<file path="src/rtl/sdcd_pkg.sv">
// shared types, constants and helpers for the card clock divisor calculator
package sdcd_pkg;

  localparam int unsigned QW = 32;

  localparam logic [31:0] SRC_RATE_RESET = 32'd200000000;
  localparam logic [3:0]  PRE_CAP_SDR    = 4'd8;
  localparam logic [3:0]  PRE_CAP_DDR    = 4'd7;
  localparam logic [3:0]  DIVIDER_MAX    = 4'd15;

  localparam logic REG_SRC_RATE = 1'b0;
  localparam logic REG_DDR      = 1'b1;

  // partial result handed from one divider cell to the next
  typedef struct packed {
    logic [QW-1:0] divisor;
    logic [QW-1:0] rem;
    logic [3:0]    mant;
    logic [2:0]    nsig;
    logic [4:0]    expo;
    logic          sticky;
  } sdcd_part_t;

  function automatic logic [2:0] tz5(input logic [4:0] v);
    logic [2:0] r;
    priority if (v[0]) r = 3'd0;
    else if (v[1]) r = 3'd1;
    else if (v[2]) r = 3'd2;
    else if (v[3]) r = 3'd3;
    else r = 3'd4;
    return r;
  endfunction

endpackage

</file>
<file path="src/rtl/sdcd_div_cell.sv">
// one restoring division step that also tracks the four leading quotient bits
module sdcd_div_cell import sdcd_pkg::*; (
  input  logic       clk,
  input  logic       rst,
  input  logic       in_valid,
  output logic       in_ready,
  input  sdcd_part_t in_part,
  input  logic       din,
  output logic       out_valid,
  input  logic       out_ready,
  output sdcd_part_t out_part
);

  logic [QW:0]   trial;
  logic [QW+1:0] diff;
  logic          qbit;
  sdcd_part_t    part_next;

  assign in_ready = !out_valid || out_ready;

  always_comb begin
    trial = {in_part.rem, din};
    diff  = {1'b0, trial} - {2'b00, in_part.divisor};
    qbit  = ~diff[QW+1];
    part_next = in_part;
    part_next.rem = qbit ? diff[QW-1:0] : trial[QW-1:0];
    if (in_part.nsig == 3'd4) begin
      part_next.expo   = in_part.expo + 5'd1;
      part_next.sticky = in_part.sticky | qbit;
    end else begin
      part_next.mant = {in_part.mant[2:0], qbit};
      part_next.nsig = in_part.nsig + {2'b00, (qbit || in_part.nsig != 3'd0)};
    end
  end

  always_ff @(posedge clk) begin
    if (rst) begin
      out_valid <= 1'b0;
    end else if (in_ready) begin
      out_valid <= in_valid;
    end
    if (in_ready && in_valid) begin
      out_part <= part_next;
    end
  end

endmodule

</file>
<file path="config.mk">
export PLATFORM = sky130hd
export DESIGN_NAME = sdcd_div_cell
export DESIGN_NICKNAME = d
export VERILOG_FILES = /design/src/rtl/sdcd_pkg.sv /design/src/rtl/sdcd_div_cell.sv
export SDC_FILE = /design/constraint.sdc
export NUM_CORES = 1
export LEC_CHECK = 0
export CORE_ASPECT_RATIO = 2
export CORE_MARGIN = 2
export CORE_UTILIZATION = 44
export CTS_BUF_LIST = sky130_fd_sc_hd__clkbuf_8
export DETAILED_ROUTE_END_ITERATION = 6
export DONT_BUFFER_PORTS = 1
export GPL_ROUTABILITY_DRIVEN = 0
export PLACE_DENSITY = 0.63
export SKIP_LAST_GASP = 1
export SYNTH_ARGS = -nofsm -noshare
export SYNTH_HDL_FRONTEND = slang
export SYNTH_SLANG_ARGS = --single-unit
</file>
<file path="constraint.sdc">
create_clock -name clk -period 5.1 [get_ports clk]
set_input_delay 1.53 -clock clk [delete_from_list [all_inputs] [get_ports clk]]
set_output_delay 1.53 -clock clk [all_outputs]
set_load 0.005 [all_outputs]
</file>
* Yosys cells after proc, flatten, opt, wreduce, memory -nomap -nowiden
Cells that the tools add are included.
Word-level totals: bits in registers 78, bits of input ports 82, word-level logic and storage cells 21
Operators by class: add/subtract/negate cells 3, equality and inequality tests 1, muxes and demuxes 3, bitwise logic cells 2, reductions and logical operators 5
Operator list (count):
- 33-bit by 32-bit subtractor with 34-bit output | 1
- 32-bit 2-to-1 mux | 1
- 7-bit 2-to-1 mux | 1
- 6-bit 2-to-1 mux | 1
- 5-bit by 1-bit adder with 5-bit output, second input constant | 1
- 3-bit by 1-bit adder with 3-bit output | 1
- 3-bit equality test, second input constant | 1
- 3-bit nonzero test | 1
- 1-bit logical OR | 2
- 1-bit logical AND | 1
- 1-bit logical NOT | 1
- 1-bit NOT | 1
- 1-bit OR | 1

* Logic depth before layout (Yosys ltp)
depth in word-level cells 5, depth in mapped cells 13, depth with buffers taken out 11

* Worst setup path before layout
Ideal clock, no wire load.
path type input port to flip-flop, start point input in_part[57] (netlist bit), end point register out_part[21] (netlist bit) (data pin), library setup time 0.260 ns, data arrival time 3.877 ns, required time 4.840 ns, setup slack 0.963 ns, stages 12, buffers on the path 2, cells stage by stage inv_1 > ha_1 > nand2_2 > or3_1 > a211oi_2 > o2111ai_1 > a211oi_2 > nor3b_2 > or2_1 > buf_6 > buf_6 > mux2_2
RTL lines:
- from (decl) | RTL line sdcd_div_cell.sv:7 | input sdcd_part_t in_part,
- to (signal assigned) | RTL line sdcd_div_cell.sv:43 | out_part <= part_next;
- to (decl) | RTL line sdcd_div_cell.sv:11 | output sdcd_part_t out_part

==> run metrics <==
worst skew pair latency 0.37 ns; initial core utilization 45.1%; post-synth net total 584; worst vdd ir 145 uV; Clock Sinks 78; status finished, final reports clean; post-cts sizing count 0; ant diodes 0; ranking of synthesized cells by area edfxtp_1 (47%), ha_1 (8.9%), mux2_2 (4.8%), xnor2_1 (4.3%), o21ai_0 (3.7%); gr ovfl total 0; largest net degree at the start of global routing 78; Slew @ Worst Pin 1.12 ns; Crit path required time 5.21 ns; RSZ-0062 raised after global routing no; drt drc 0; slew margin rel. 25.3%; hold buffers post-CTS 0; HP Class reg -> reg; synthesized flop and latch total 78; critical path type in -> reg; Fmax 0.219 GHz; max_cap viols 0; initial antenna violation count 0; share of the synthesized area in the top cell type 47.1%; # setup viols final 0; height of the die 153 microns; nets@finish 588; Post-Route WL 12.0 mm; die width 78.7 microns; Critical Path Start Type input port; io pins 161; share of cells above drive strength 1 11.6%; period utilisation layout roughly nine tenths; drt first pass iters 4; CP arrival 4.68 ns; final hold violations 0; row count 54; CTS tree yes; Cell Area, Synth slightly below 5000 sq um; global-route wire length before repair roughly 19 mm; share of the yosys chip area belonging to registers 47.5%; Reg clk slew, reported paths about 0.080 ns; Syn Area/Cell 10.5 sq um; postcts setup bufs 0; 1st-iter DRT viols roughly 240; Synth Warn # 0; vias 3,560; Max Root-Sink Buffers 2; dominant cell by count in the synthesized netlist edfxtp_1; Tot Pwr between 0.0015 and 0.002 W; PortBufs 0; FFs w/ async S/R, synth 0%; post-route antenna net violation count 0; All-Layer GR Usage 20.2%; number of synthesized flops with an enable pin 77; Leakage 2.09 nW; Final HPWL DP 9.16 mm; Worst setup EP type flop; number of global-route vias before repair 3,743; Yosys cell types 52; Slew Limit Fails 0; Placeable Area 10,900 sq um; die area 12,100 sq um; cts bufs inserted 9; Tmin final 4.57 ns; drt wl/cell 19.5 microns; Vias per Instance 5.79; Post-Route Skew 0.00910 ns; largest area contributor in the netlist edfxtp_1; Synth Instances 466; Layout Area Growth over Synthesis 7.75%; CTS root buf clkbuf_8; number of fill cells ~1,000; Final TNS setup 0 ns; H-tree Lvls 3; most frequent cells after synthesis edfxtp_1 (77), inv_1 (44), nor2_1 (37); top_reg_cell synth edfxtp_1; PwrDens around 330 nW/um^2; Critical Path Fanout Max 16
## sequential cells by signal, indices dropped and copies added (netlist names)
register   flops
out_part      77
out_valid      1
## worst paths after layout
| check | slack (ns) | to | start | cells past startpoint |
|---|---|---|---|---|
| min | 0.57 | out_valid | out_valid | 2 |
| max | 0.53 | out_part[27] | in_part[49] | 11 |
| max reg2reg | 3.40 | out_part[24] | out_valid | 2 |
| min reg2reg | 0.57 | out_valid | out_valid | 2 |
## cells by family after synthesis
kind of cell	synth area share, %
xor+xnor	5.00
compound gates	15.9
mux	5.23
flops	47.5
buf+inv	4.74
fa+ha+maj	9.33
simple gates	12.3
## cells in the final DEF, fill, tap and decap left out, types with 3 or more instances in the layout
master / instances
nor2_1: 37
nand4_1: 5
edfxtp_1: 77
xor2_1: 4
a211oi_1: 4
o21ai_0: 36
nand2_1: 26
buf_4: 5
nor3_1: 7
xnor2_1: 24
a21oi_1: 34
o211ai_1: 4
or3_1: 5
or2_2: 4
clkbuf_8: 9
nor3b_1: 3
nor2b_1: 3
nand2b_1: 8
a21o_1: 11
mux2_2: 21
inv_1: 44
o31ai_1: 4
o21bai_1: 5
o21a_1: 5
nand3_1: 9
and2_1: 5
ha_1: 35
## final cells by class
| type | instances | area [sq um] | share of cell area (%) |
|---|---|---|---|
| Inverter | 44 | 165 | 3.12 |
| Clock inverter | 7 | 104 | 1.96 |
| Tap cell | 140 | 175 | 3.31 |
| Multi-Input combinational cell | 332 | 2350 | 44.5 |
| Timing Repair Buffer | 5 | 37.5 | 0.710 |
| Sequential cell | 78 | 2330 | 44.1 |
| Clock buffer | 9 | 124 | 2.34 |
## per-stage QoR
stage	util, %	worst slack [ns]	cells	hold slack, ns	cell area [sq um]
floorplan	-	0.963	466	0.522	4910
global placement	46.5	0.246	599	0.563	5060
detailed placement	46.5	0.168	599	0.571	5060
CTS	48.6	0.578	615	0.583	5290
global route	48.6	0.305	615	0.620	5290
finish	48.6	0.527	615	0.573	5290
## worst max-delay path: stages
cell       delay (ns)
inv_1            0.02
ha_1             0.28
a21o_1           0.21
a211oi_1         0.33
a211oi_2         0.15
o2111ai_1        0.25
a211oi_2         0.13
nor3b_2          0.92
or2_1            0.23
buf_4            0.26
mux2_2           0.37
## layer usage
| metal | wire length, microns | GRT usage (%) |
|---|---|---|
| met1 | 4060 | 19.6 |
| met2 | 6710 | 37.8 |
| met3 | 759 | 5.61 |
| met4 | 445 | 10.2 |
| met5 | 0 | 0 |
## power breakdown
group          internal, W  switching (W)  leakage, nW
logic             0.000156       0.000210         1.23
registers         0.000788      0.0000327        0.754
clock network     0.000282       0.000253        0.108
(Power assumes the default switching activity.)
