===== src/rtl/sdcd_pkg.sv =====
// shared types, constants and helpers for the card clock divisor calculator
package sdcd_pkg;

  localparam int unsigned QW = 32;

  localparam logic [31:0] SRC_RATE_RESET = 32'd200000000;
  localparam logic [3:0]  PRE_CAP_SDR    = 4'd8;
  localparam logic [3:0]  PRE_CAP_DDR    = 4'd7;
  localparam logic [3:0]  DIVIDER_MAX    = 4'd15;

  localparam logic REG_SRC_RATE = 1'b0;
  localparam logic REG_DDR      = 1'b1;

  // partial result handed from one divider cell to the next
  typedef struct packed {
    logic [QW-1:0] divisor;
    logic [QW-1:0] rem;
    logic [3:0]    mant;
    logic [2:0]    nsig;
    logic [4:0]    expo;
    logic          sticky;
  } sdcd_part_t;

  function automatic logic [2:0] tz5(input logic [4:0] v);
    logic [2:0] r;
    priority if (v[0]) r = 3'd0;
    else if (v[1]) r = 3'd1;
    else if (v[2]) r = 3'd2;
    else if (v[3]) r = 3'd3;
    else r = 3'd4;
    return r;
  endfunction

endpackage


===== src/rtl/sdcd_out.sv =====
// rounding, power-of-two split and output register
module sdcd_out import sdcd_pkg::*; (
  input  logic       clk,
  input  logic       rst,
  input  logic       in_valid,
  output logic       in_ready,
  input  sdcd_part_t in_part,
  input  logic       ddr_enable,
  output logic       out_valid,
  input  logic       out_ready,
  output logic [7:0] prescale_code,
  output logic [3:0] divider_code,
  output logic       ok
);

  logic       rem_nz;
  logic [4:0] m5;
  logic [2:0] tz;
  logic [3:0] odd;
  logic [5:0] pow2;
  logic [3:0] cap;
  logic       over;
  logic [5:0] sh;
  logic [7:0] wide;
  logic       fail;
  logic [3:0] q;
  logic [3:0] pow_f;
  logic [7:0] pre;

  assign in_ready = !out_valid || out_ready;

  always_comb begin
    rem_nz = in_part.rem != '0;
    m5     = {1'b0, in_part.mant} + {4'b0000, (in_part.sticky | rem_nz)};
    tz     = tz5(m5);
    odd    = 4'(m5 >> tz);
    pow2   = {1'b0, in_part.expo} + {3'b000, tz};
    cap    = ddr_enable ? PRE_CAP_DDR : PRE_CAP_SDR;
    over   = pow2 > {2'b00, cap};
    sh     = pow2 - {2'b00, cap};
    wide   = {4'b0000, odd} << sh[1:0];
    fail   = (in_part.divisor == '0) || (m5 == 5'd0) ||
             (over && ((sh >= 6'd4) || (wide > {4'b0000, DIVIDER_MAX})));
    q      = over ? wide[3:0] : odd;
    pow_f  = over ? cap : pow2[3:0];
    pre    = (pow_f == 4'd0) ? 8'd0 : (8'd1 << (pow_f - 4'd1));
  end

  always_ff @(posedge clk) begin
    if (rst) begin
      out_valid <= 1'b0;
    end else if (in_ready) begin
      out_valid <= in_valid;
    end
    if (in_ready && in_valid) begin
      prescale_code <= fail ? 8'd0 : pre;
      divider_code  <= fail ? 4'd0 : (q - 4'd1);
      ok            <= ~fail;
    end
  end

endmodule


===== config.mk =====
export PLATFORM = sky130hd
export DESIGN_NAME = sdcd_out
export DESIGN_NICKNAME = d
export VERILOG_FILES = /design/src/rtl/sdcd_pkg.sv /design/src/rtl/sdcd_out.sv
export SDC_FILE = /design/constraint.sdc
export NUM_CORES = 1
export LEC_CHECK = 0
export CORE_AREA = 2 2 52 79
export CTS_BUF_LIST = sky130_fd_sc_hd__clkbuf_8
export DETAILED_ROUTE_END_ITERATION = 16
export DIE_AREA = 0 0 54 81
export DONT_BUFFER_PORTS = 1
export PLACE_DENSITY = 0.65
export SYNTH_ARGS = -nofsm -noshare
export SYNTH_HDL_FRONTEND = slang
export SYNTH_SLANG_ARGS = --single-unit

===== constraint.sdc =====
create_clock -name clk -period 7.57 [get_ports clk]
set_input_delay 0.757 -clock clk [delete_from_list [all_inputs] [get_ports clk]]
set_output_delay 0.757 -clock clk [all_outputs]
set_load 0.005 [all_outputs]

== After elaboration in Yosys (flattened, before gate mapping) ==
Index checks and enable logic that the tools add are counted.

* Register bits after elaboration: 14
* Input port bits: 82
* Output and inout port bits: 15
* Word-level logic and storage cells: 36

* Add/subtract/negate cells: 5
* Magnitude comparators: 3
* Shift-type cells: 3
* Multiplexer cells: 7
* Bitwise logic cells: 2
* Reductions and logical operators: 12

{| class="wikitable"
|+ Operators with widths
! operator !! count
|-
| $logic_not 32->1 || 1
|-
| $reduce_bool 32->1 || 1
|-
| $mux 3 || 4
|-
| $mux 4 || 3
|-
| $gt 8x4->1 const B || 1
|-
| $shl 1x4->8 const A || 1
|-
| $shl 4x2->8 || 1
|-
| $sub 4x1->4 const B || 2
|-
| $add 5x3->6 || 1
|-
| $ge 6x3->1 const B || 1
|-
| $gt 6x4->1 || 1
|-
| $sub 6x4->6 || 1
|-
| $add 4x1->5 || 1
|-
| $logic_not 5->1 || 1
|-
| $shr 5x3->4 || 1
|-
| $logic_not 4->1 || 1
|-
| $logic_or 1x1->1 || 4
|-
| $logic_and 1x1->1 || 2
|-
| $reduce_or 2->1 || 1
|-
| $logic_not 1->1 || 1
|-
| $not 1->1 || 1
|-
| $or 1x1->1 || 1
|}

== Depth between registers and ports, before layout ==
Gate-level depths: netlist of the first run.

* Word-level depth: 15
* Mapped depth: 28
* Gate-level depth less buffers: 26

== Worst setup path before layout of the first run ==
OpenSTA, ideal clock, no wires.

* Path kind: input -> register
* Start: in in_part[19] (netlist name)
* End: reg divider_code[2] (data pin)
* Setup time: 270 ps
* Arrival time: 5270 ps
* Required time: 7300 ps
* Setup slack: 2030 ps
* Stages: 25
* Path buffers: 2
* Cell sequence: or4_1 -> nor4_1 -> nand2_1 -> ha_1 -> ha_1 -> clkbuf_1 -> nor2_1 -> nor2_1 -> ha_1 -> inv_1 -> fa_1 -> xnor2_1 -> ha_1 -> nand2b_1 -> o2bb2ai_1 -> a41oi_1 -> or3_1 -> buf_6 -> nand2_1 -> o21ai_1 -> a22oi_1 -> ha_1 -> inv_1 -> a31oi_1 -> nor3_1

* Longest elaborated chain between the ends: 14
* Elaborated cells on any way between the ends: 21
* Those cells by class: 4 x add/sub; 3 x order compare; 2 x shift; 5 x mux; 1 x bitwise; 6 x reduce/logical

{| class="wikitable"
|+ RTL lines
! item !! line !! RTL
|-
| start: declaration || sdcd_out.sv:7 || <nowiki>input sdcd_part_t in_part,</nowiki>
|-
| $reduce_bool 32->1 (*) || sdcd_out.sv:33 || <nowiki>rem_nz = in_part.rem != '0;</nowiki>
|-
| $or 1x1->1 (*) || sdcd_out.sv:34 || <nowiki>m5 = {1'b0, in_part.mant} + {4'b0000, (in_part.sticky | rem_nz)};</nowiki>
|-
| $add 4x1->5 (*) || sdcd_out.sv:34 ||
|-
| $mux 3 || sdcd_pkg.sv:29 || <nowiki>else if (v[3]) r = 3'd3;</nowiki>
|-
| $mux 3 || sdcd_pkg.sv:28 || <nowiki>else if (v[2]) r = 3'd2;</nowiki>
|-
| $mux 3 || sdcd_pkg.sv:27 || <nowiki>else if (v[1]) r = 3'd1;</nowiki>
|-
| $mux 3 || sdcd_pkg.sv:26 || <nowiki>priority if (v[0]) r = 3'd0;</nowiki>
|-
| $add 5x3->6 || sdcd_out.sv:37 || <nowiki>pow2 = {1'b0, in_part.expo} + {3'b000, tz};</nowiki>
|-
| $sub 6x4->6 || sdcd_out.sv:40 || <nowiki>sh = pow2 - {2'b00, cap};</nowiki>
|-
| $shl 4x2->8 || sdcd_out.sv:41 || <nowiki>wide = {4'b0000, odd} << sh[1:0];</nowiki>
|-
| $gt 8x4->1 || sdcd_out.sv:43 || <nowiki>(over && ((sh >= 6'd4) || (wide > {4'b0000, DIVIDER_MAX})));</nowiki>
|-
| $logic_or 1x1->1 || sdcd_out.sv:43 ||
|-
| $logic_and 1x1->1 || sdcd_out.sv:43 ||
|-
| $logic_or 1x1->1 || sdcd_out.sv:42 || <nowiki>fail = (in_part.divisor == '0) || (m5 == 5'd0) ||</nowiki>
|-
| end signal: assignment || sdcd_out.sv:57 || <nowiki>divider_code <= fail ? 4'd0 : (q - 4'd1);</nowiki>
|-
| end: declaration || sdcd_out.sv:12 || <nowiki>output logic [3:0] divider_code,</nowiki>
|}

Every way passes the cells marked *; elsewhere a longest branch is shown, timed or not.
A chain may end at the register's enable or synchronous reset.

== Worst setup path after layout of the first run ==
Ends and elaborated chain as after synthesis.

==> results of run 1 <==
==> worst register-to-register path: cells and delay by family, from the launching register on <==
family,cells,cell delay (ps)
AND/OR/NAND/NOR,2,630
flip-flops,1,320
==> worst min path at each step <==
stage / endpoint / cells past startpoint / slack (ps)
floorplan: out_valid / 2 / 520
global placement: out_valid / 2 / 540
detailed placement: out_valid / 2 / 590
CTS: out_valid / 1 / 580
global route: out_valid / 1 / 580
finish: out_valid / 1 / 580
==> routing by layer <==
layer | wire length (µm) | vias up | global-route usage (%)
li1 | - | 706 | -
met2 | 1810 | 64 | 30.7
met5 | 0 | - | 0
met3 | 201 | 5 | 1.84
met4 | 44 | 0 | 6.00
met1 | 1300 | 646 | 15.8
==> state kept, by name (all words and copies together), names as in the netlist <==
signal,cells
prescale_code,8
divider_code,4
ok,1
out_valid,1
==> placed cells by master (no fill, tap or decap), types with 4 or more instances in the layout <==
cell type  count
nand2_1       18
inv_1         16
nor4_1        16
edfxtp_1      13
nor2_1        11
ha_1          10
a21oi_1        8
o21ai_0        6
nand3_1        6
nor3_1         6
xnor2_1        6
a31oi_1        4
nand4_1        4
o31ai_1        4
clkbuf_8       4
==> report_power, final <==
part / total (mW) / switching [mW] / leakage (nW) / internal [mW]
sequential: 0.103 / 0.00443 / 0.138 / 0.0982
clock: 0.0703 / 0.0243 / 0.0288 / 0.0460
combinational: 0.141 / 0.0805 / 0.454 / 0.0604
==> cells by family (layout without fill, tap and decap cells) <==
logic type | Yosys count | in the layout | synth area share, %
AOI/OAI and AO/OA | 40 | 40 | 18.4
xor gates and xnor gates | 10 | 10 | 5.90
adders and majority gates | 12 | 12 | 10.2
buffers and inverters | 24 | 21 | 6.52
DFF | 14 | 14 | 25.5
muxes | 2 | 2 | 1.24
and+or+nand+nor | 88 | 88 | 32.2
==> per-stage QoR <==
stage	instance area [µm²]	instances
after detailed placement	1630	228
final	1680	232
after global routing	1680	232
after global placement	1630	228
after floorplan	1610	190
after CTS	1680	232
==> area by class of cell <==
cell class                 instances  area share, %
multi-input combinational        152           65.2
sequential                        14           24.4
inverter                          17           3.79
tap                               45           3.35
clock buffer                       4           3.27
==> reports/metrics.cfg, run 1 <==
[final_layout]
post-route-util_pct=44.4
diodes=0
drive_gt1_share_pct=9.63
multi_input_area_mm2=0.00110
fin_nets=282
fill_cells=389
areaGrowthSynthToFinish_pct=4.35
seq_area_um2=410

[power_and_ir_drop]
leakagePower_nw=0.621
powerDensity_mw_per_mm2=187
vdd_drop_max_mv=0.134
totalPowerFinal_mw=0.314

[routing]
dr.pass1.iters=5
vias_per_cell=6.13
wl_per_cell_um=14.5
vias=1421
drcViolationCount=0
detail_route.wirelength_mm=3.35
ant_nets=0
drt_iter0_drc=20

[outcome]
status=finished clean

[timing]
max_freq_mhz=174
drv_slew=0
fin_tns_setup_ps=0
finalHoldViolCount=0
finClkSkew_ps=0.470
min_period_ps=5740
rsz0062_at_grt=false
timing.hold.ws_ps=582
slew_headroom_pct=58.4
fin_crit_sh_pct=75.8
worst_pin_slew_ps=616
setup-violations-final=0
setup_ws_ps=1830

[global_route]
grt_overflow=0
grt_pass1_wl_mm=5.23
grt_max_degree=14
grtUsageTotal_pct=15.7
antenna_found_initial=0
grt_pass1_vias=1305

[setup_path]
critPathKind=in2reg
critPathMaxFanout=9
timing.critical_path.buf_inv=2
cp-end-kind=flop
critPathLaunch=in_part[19]
worst-path-stages=25
cpMostUsedCell=ha_1
path_delay_family=simple AND/OR/NAND/NOR gates
cp_slowest_cell=or3_1
reg2reg_to=prescale_code[4]
timing.rr.start=out_valid
crit_path_max_incr_delay_ps=590
cp-endpoint=divider_code[2]
start_kind=input pin
reg2reg_slack_ps=6250
worst_r2r_path_depth=2
required_ps=7550
cp.arrival_ps=5720

[synth]
synth_top_area_cell=edfxtp_1
synth_edf_count=13
yosys.area.top_type_share_pct=24.2
ys_seq_area_share_pct=25.5
yosys_most_used_dff=edfxtp_1
synth_cells=190
ys_ff_latch=14
synthTopCellsByCount=nand2_1, inv_1, nor4_1
syn_avg_cell_area_um2=8.48
synth_area_leaders=edfxtp_1, ha_1, nor4_1
syn-num-nets=284
synthArstFlopShare_pct=0
synth.distinct_cells=56
syn_area_mm2=0.00161
ys.warnings.count=0
synthMostInstantiatedCell=nand2_1

[cts]
cts_tree=yes
htreeDepth=1
cts_resized=0
cts.path.max_buffers=2
cts.clk_slew.worst_paths_ps=50
cts.sinks=14
insertion_delay_ps=240
numCtsBuffers=3
ctsHoldBuffers=0
cts_root_buffer=clkbuf_8
cts_setup_buffers=0

[placement]
port_buffers=0
place_congestion=0.820
pre_cts_ws_ps=1530
dp_hpwl_mm=2.87

[die]
core_region_area_mm2=0.00378
start_util_pct=42.6
die_x_um=54
num_rows=28
die_h_um=81
dieArea_mm2=0.00437
io_pins=97

[min_path]
hold_class=in2reg
hold_path_startpoint=rst

[run]
maxCapViolations=0

No activity file was read; power rests on OpenSTA's default activity.
==> run 2, diff against run 1 <==
- clock period: 7.57 -> 5.7 ns (I/O delays scaled with it)
==> run 2 against run 1 <==
  * Power grew 32%
  * Global-route usage grew 1.0 points
  * Wire length grew 1.9%
  * Combinational power grew 40%
  * First-iteration DRC count grew 5.0%
  * Core utilization grew 0.73 points
  * Critical path type unchanged
  * Critical endpoint unchanged
==> reports/metrics.cfg, run 2 (same netlist as run 1, synthesis figures left out) <==
[placement]
port_buffers=0
pre_cts_ws_ps=312
place_area_mm2=0.00166
place_congestion=0.795
dp_hpwl_mm=2.95

[timing]
fin_crit_sh_pct=89.4
drv_slew=0
finClkSkew_ps=1.99
min_period_ps=5100
rsz0062_at_grt=false
fin_tns_setup_ps=0
max_freq_mhz=196
worst_pin_slew_ps=613
slew_headroom_pct=58.6
finalHoldViolCount=0
setup_ws_ps=602
setup-violations-final=0

[die]
dieArea_mm2=0.00437
die_h_um=81
die_x_um=54
num_rows=28
io_pins=97
start_util_pct=42.6
core_region_area_mm2=0.00378

[final_layout]
areaGrowthSynthToFinish_pct=6.06
drive_gt1_share_pct=11.5
final_common_cell=nand2_1
largest_register_ffs=8
top_register=prescale_code
diodes=0
post-route-util_pct=45.2
fill_cells=389
fin_nets=287
final_cell_area_mm2=0.00171
reg_top3=prescale_code x8, divider_code x4
final_cell_mix=nand2_1, inv_1, nor4_1, edfxtp_1, nor2_1

[cts]
cts_setup_buffers=0
cts_tree=yes
numCtsBuffers=3
htreeDepth=1
insertion_delay_ps=240
cts_root_buffer=clkbuf_8
cts.sinks=14
cts_resized=0
cts.clk_slew.worst_paths_ps=50
cts.path.max_buffers=2
ctsHoldBuffers=0

[setup_path]
critPathMaxFanout=9
start_kind=input pin
critPathKind=in2reg
cp-end-kind=flop
required_ps=5680
cp.arrival_ps=5070

[global_route]
grt_overflow=0
grt_pass1_wl_mm=5.59
grt_max_degree=14
antenna_found_initial=0
grtUsageTotal_pct=16.7
grt_pass1_vias=1373

[power_and_ir_drop]
powerDensity_mw_per_mm2=242
vdd_drop_max_mv=0.155
leakagePower_nw=0.643

[routing]
vias=1417
drt_iter0_drc=21
dr.pass1.iters=4
ant_nets=0
detail_route.wirelength_mm=3.42
wl_per_cell_um=14.4
vias_per_cell=5.98
drcViolationCount=0

[outcome]
status=finished clean

[min_path]
hold_class=in2reg

[run]
maxCapViolations=0

## run 2: worst paths after layout
path / start / end / slack [ps] / depth (start not counted)
hold / removal: rst / out_valid / 400 / 1
setup / recovery: in_part[19] / divider_code[2] / 600 / 25
hold reg to reg: out_valid / out_valid / 570 / 2
setup reg to reg: out_valid / ok / 4380 / 2
## run 2: power breakdown
part | switching, mW | internal [mW] | leakage (nW)
registers | 0.00616 | 0.130 | 0.138
logic | 0.109 | 0.0887 | 0.478
clock network | 0.0317 | 0.0475 | 0.0269
## run 2: routing by layer
metal	track usage, %	part of all wire [%]
met1	17.5	39
met2	32.4	54
met3	1.65	5.6
met4	6.00	1.5
met5	0	0
## run 2: cell type report
type	count	area [µm²]	share of cell area, %
clock buffer	3	41.3	2.42
clock inverter	1	3.75	0.220
inverter	17	63.8	3.73
multi-input combinational	152	1100	64.1
sequential	14	410	24.0
tap	45	56.3	3.29
timing repair buffer	5	37.5	2.20
## run 2: through the flow
stage	power, mW	instances	hold WS, ps
after floorplan	0.301	190	522
after global placement	0.335	233	543
after detailed placement	0.337	233	585
after CTS	0.418	237	396
after global routing	0.451	237	392
final	0.414	237	399
## run 2: worst max-delay path, cell delays in order
cell       delay [ps]
or4_1             510
nor4_1            190
nand2_1            90
ha_1              210
ha_1              290
xor2_1            210
nor2_1            100
nor2_1             40
nor2_1             90
ha_1              170
inv_1              50
fa_1              430
xnor2_1           250
ha_1              320
nand2b_1           90
o2bb2ai_1         150
a41oi_1            80
or3_1             430
buf_4             190
nand2_1            90
nand2_1            60
ha_1              200
inv_1              60
and4_1            160
nor3_1             50
==> run 3, diff against run 2 <==
- CORE_AREA: 2 2 52 79 -> 2 2 54 76
- DIE_AREA: 0 0 54 81 -> 0 0 56 78
==> run 3 against run 2 <==
  * Flip-flop and latch count unchanged
  * Fmax decreased by 0.11%
  * Worst hold slack got worse by 10 ps
  * Combinational power about the same
  * Sequential share of layout area about the same
  * Power increased by 4.5%
  * Worst setup slack got worse by 5.5 ps
  * Final area about the same
  * First-iteration DRC count increased by 19%
  * Sequential power about the same
  * Non-clock buffer count decreased by 1
==> reports/metrics.cfg, run 3 (same netlist as run 1, synthesis figures left out) <==
[placement]
port_buffers=0
place_congestion=0.849
dp_hpwl_mm=3.18
dp.cells=229

[outcome]
status=finished clean

[final_layout]
fill_cells=357
fin_nets=286
reg_top3=prescale_code x8, divider_code x4
final_cell_mix=nand2_1, inv_1, nor4_1, edfxtp_1, nor2_1
largest_register_ffs=8
finalNonFillerCells=233
final_common_cell=nand2_1
drive_gt1_share_pct=11.5
top_register=prescale_code
areaGrowthSynthToFinish_pct=5.98
diodes=0
seq_area_um2=410
multi_input_area_mm2=0.00110

[timing]
min_period_ps=5100
setup-violations-final=0
worst_pin_slew_ps=622
fin_crit_sh_pct=89.5
max_freq_mhz=196
finClkSkew_ps=1.02
fin_tns_setup_ps=0
slew_headroom_pct=58.0
drv_slew=0
rsz0062_at_grt=false
timing.hold.ws_ps=388
finalHoldViolCount=0

[setup_path]
reg2reg_slack_ps=4380
timing.rr.start=out_valid
worst_r2r_path_depth=2
critPathKind=in2reg
reg2reg_to=prescale_code[3]
cp-end-kind=flop
cp.arrival_ps=5090
critPathMaxFanout=9
start_kind=input pin
required_ps=5680

[routing]
drcViolationCount=0
detail_route.wirelength_mm=3.76
dr.pass1.iters=4
ant_nets=0
vias_per_cell=6.08
vias=1416
wl_per_cell_um=16.1
drt_iter0_drc=25

[power_and_ir_drop]
switching_share_pct=35.3
intPower_mw=0.280
powerDensity_mw_per_mm2=253
power_frac_comb_pct=46.3
seqPwrFrac_pct=31.6
vdd_drop_max_mv=0.145
leakagePower_nw=0.640
p_sw_mw=0.152
clkPwrFrac_pct=22.1

[cts]
cts_resized=0
cts.path.max_buffers=2
insertion_delay_ps=240
cts_tree=yes
numCtsBuffers=3
cts_root_buffer=clkbuf_8
htreeDepth=1
cts_setup_buffers=0
cts.sinks=14
cts.clk_slew.worst_paths_ps=60
ctsHoldBuffers=0

[global_route]
grt_pass1_vias=1467
grtUsageTotal_pct=17.4
grt_pass1_wl_mm=6.24
grt_max_degree=14
grt_overflow=0
antenna_found_initial=0

[min_path]
hold_depth=1
hold_end=out_valid
hold_class=in2reg
hold_path_startpoint=rst

[run]
maxCapViolations=0

[die]
start_util_pct=44.2
io_pins=97
num_rows=26
die_h_um=78
dieArea_mm2=0.00437
die_x_um=56
core_region_area_mm2=0.00364

[run 3: cell type report]
class                      instances  share of cell area (%)
tap                               42                    3.08
timing repair buffer               4                    1.76
multi-input combinational        152                    64.2
clock buffer                       4                    3.22
inverter                          17                    3.74
sequential                        14                    24.0
[run 3: power groups by stage]
stage	Clock (mW)	Sequential [mW]	Combinational, mW
after global routing	0.0994	0.138	0.226
final	0.0953	0.136	0.200
after global placement	0	0.138	0.192
after CTS	0.0955	0.137	0.200
after detailed placement	0	0.139	0.199
after floorplan	0	0.137	0.165
[run 3: worst max-delay path by stage]
stage / to / start / slack, ps
6_report: divider_code[2] / in_part[19] / 600
5_1_grt: divider_code[2] / in_part[19] / 90
4_1_cts: divider_code[2] / in_part[19] / 580
3_5_place_dp: divider_code[2] / in_part[19] / 320
3_3_place_gp: divider_code[2] / in_part[19] / 350
2_1_floorplan: divider_code[2] / in_part[19] / 350
[run 3: metrics by stage]
stage / cell area, µm² / power (mW) / utilization, % / worst slack [ps]
floorplan: 1610 / 0.301 / - / 347
global placement: 1650 / 0.330 / 45.4 / 350
detailed placement: 1650 / 0.338 / 45.4 / 316
CTS: 1710 / 0.432 / 46.9 / 576
global route: 1710 / 0.463 / 46.9 / 87.9
finish: 1710 / 0.432 / 46.9 / 596
[run 3: worst max-delay path, stage by stage]
cell	delay [ps]
or4_1	500
nor4_1	170
nand2_1	80
ha_1	220
ha_1	290
xor2_1	200
nor2_1	100
nor2_1	50
nor2_1	100
ha_1	180
inv_1	50
fa_1	430
xnor2_1	240
ha_1	320
nand2b_1	100
o2bb2ai_1	160
a41oi_1	90
or3_1	440
buf_4	190
nand2_1	80
nand2_1	60
ha_1	200
inv_1	70
and4_1	170
nor3_1	40
[run 3: layer usage]
| layer | vias to the layer above | share of wire (%) | wire length [µm] | GRT usage [%] |
|---|---|---|---|---|
| met5 | - | 0 | 0 | 0 |
| met4 | 0 | 3.0 | 114 | 7.86 |
| met3 | 10 | 5.2 | 194 | 2.67 |
| met2 | 62 | 52 | 1950 | 32.1 |
| met1 | 631 | 40 | 1500 | 19.1 |
| li1 | 713 | - | - | - |
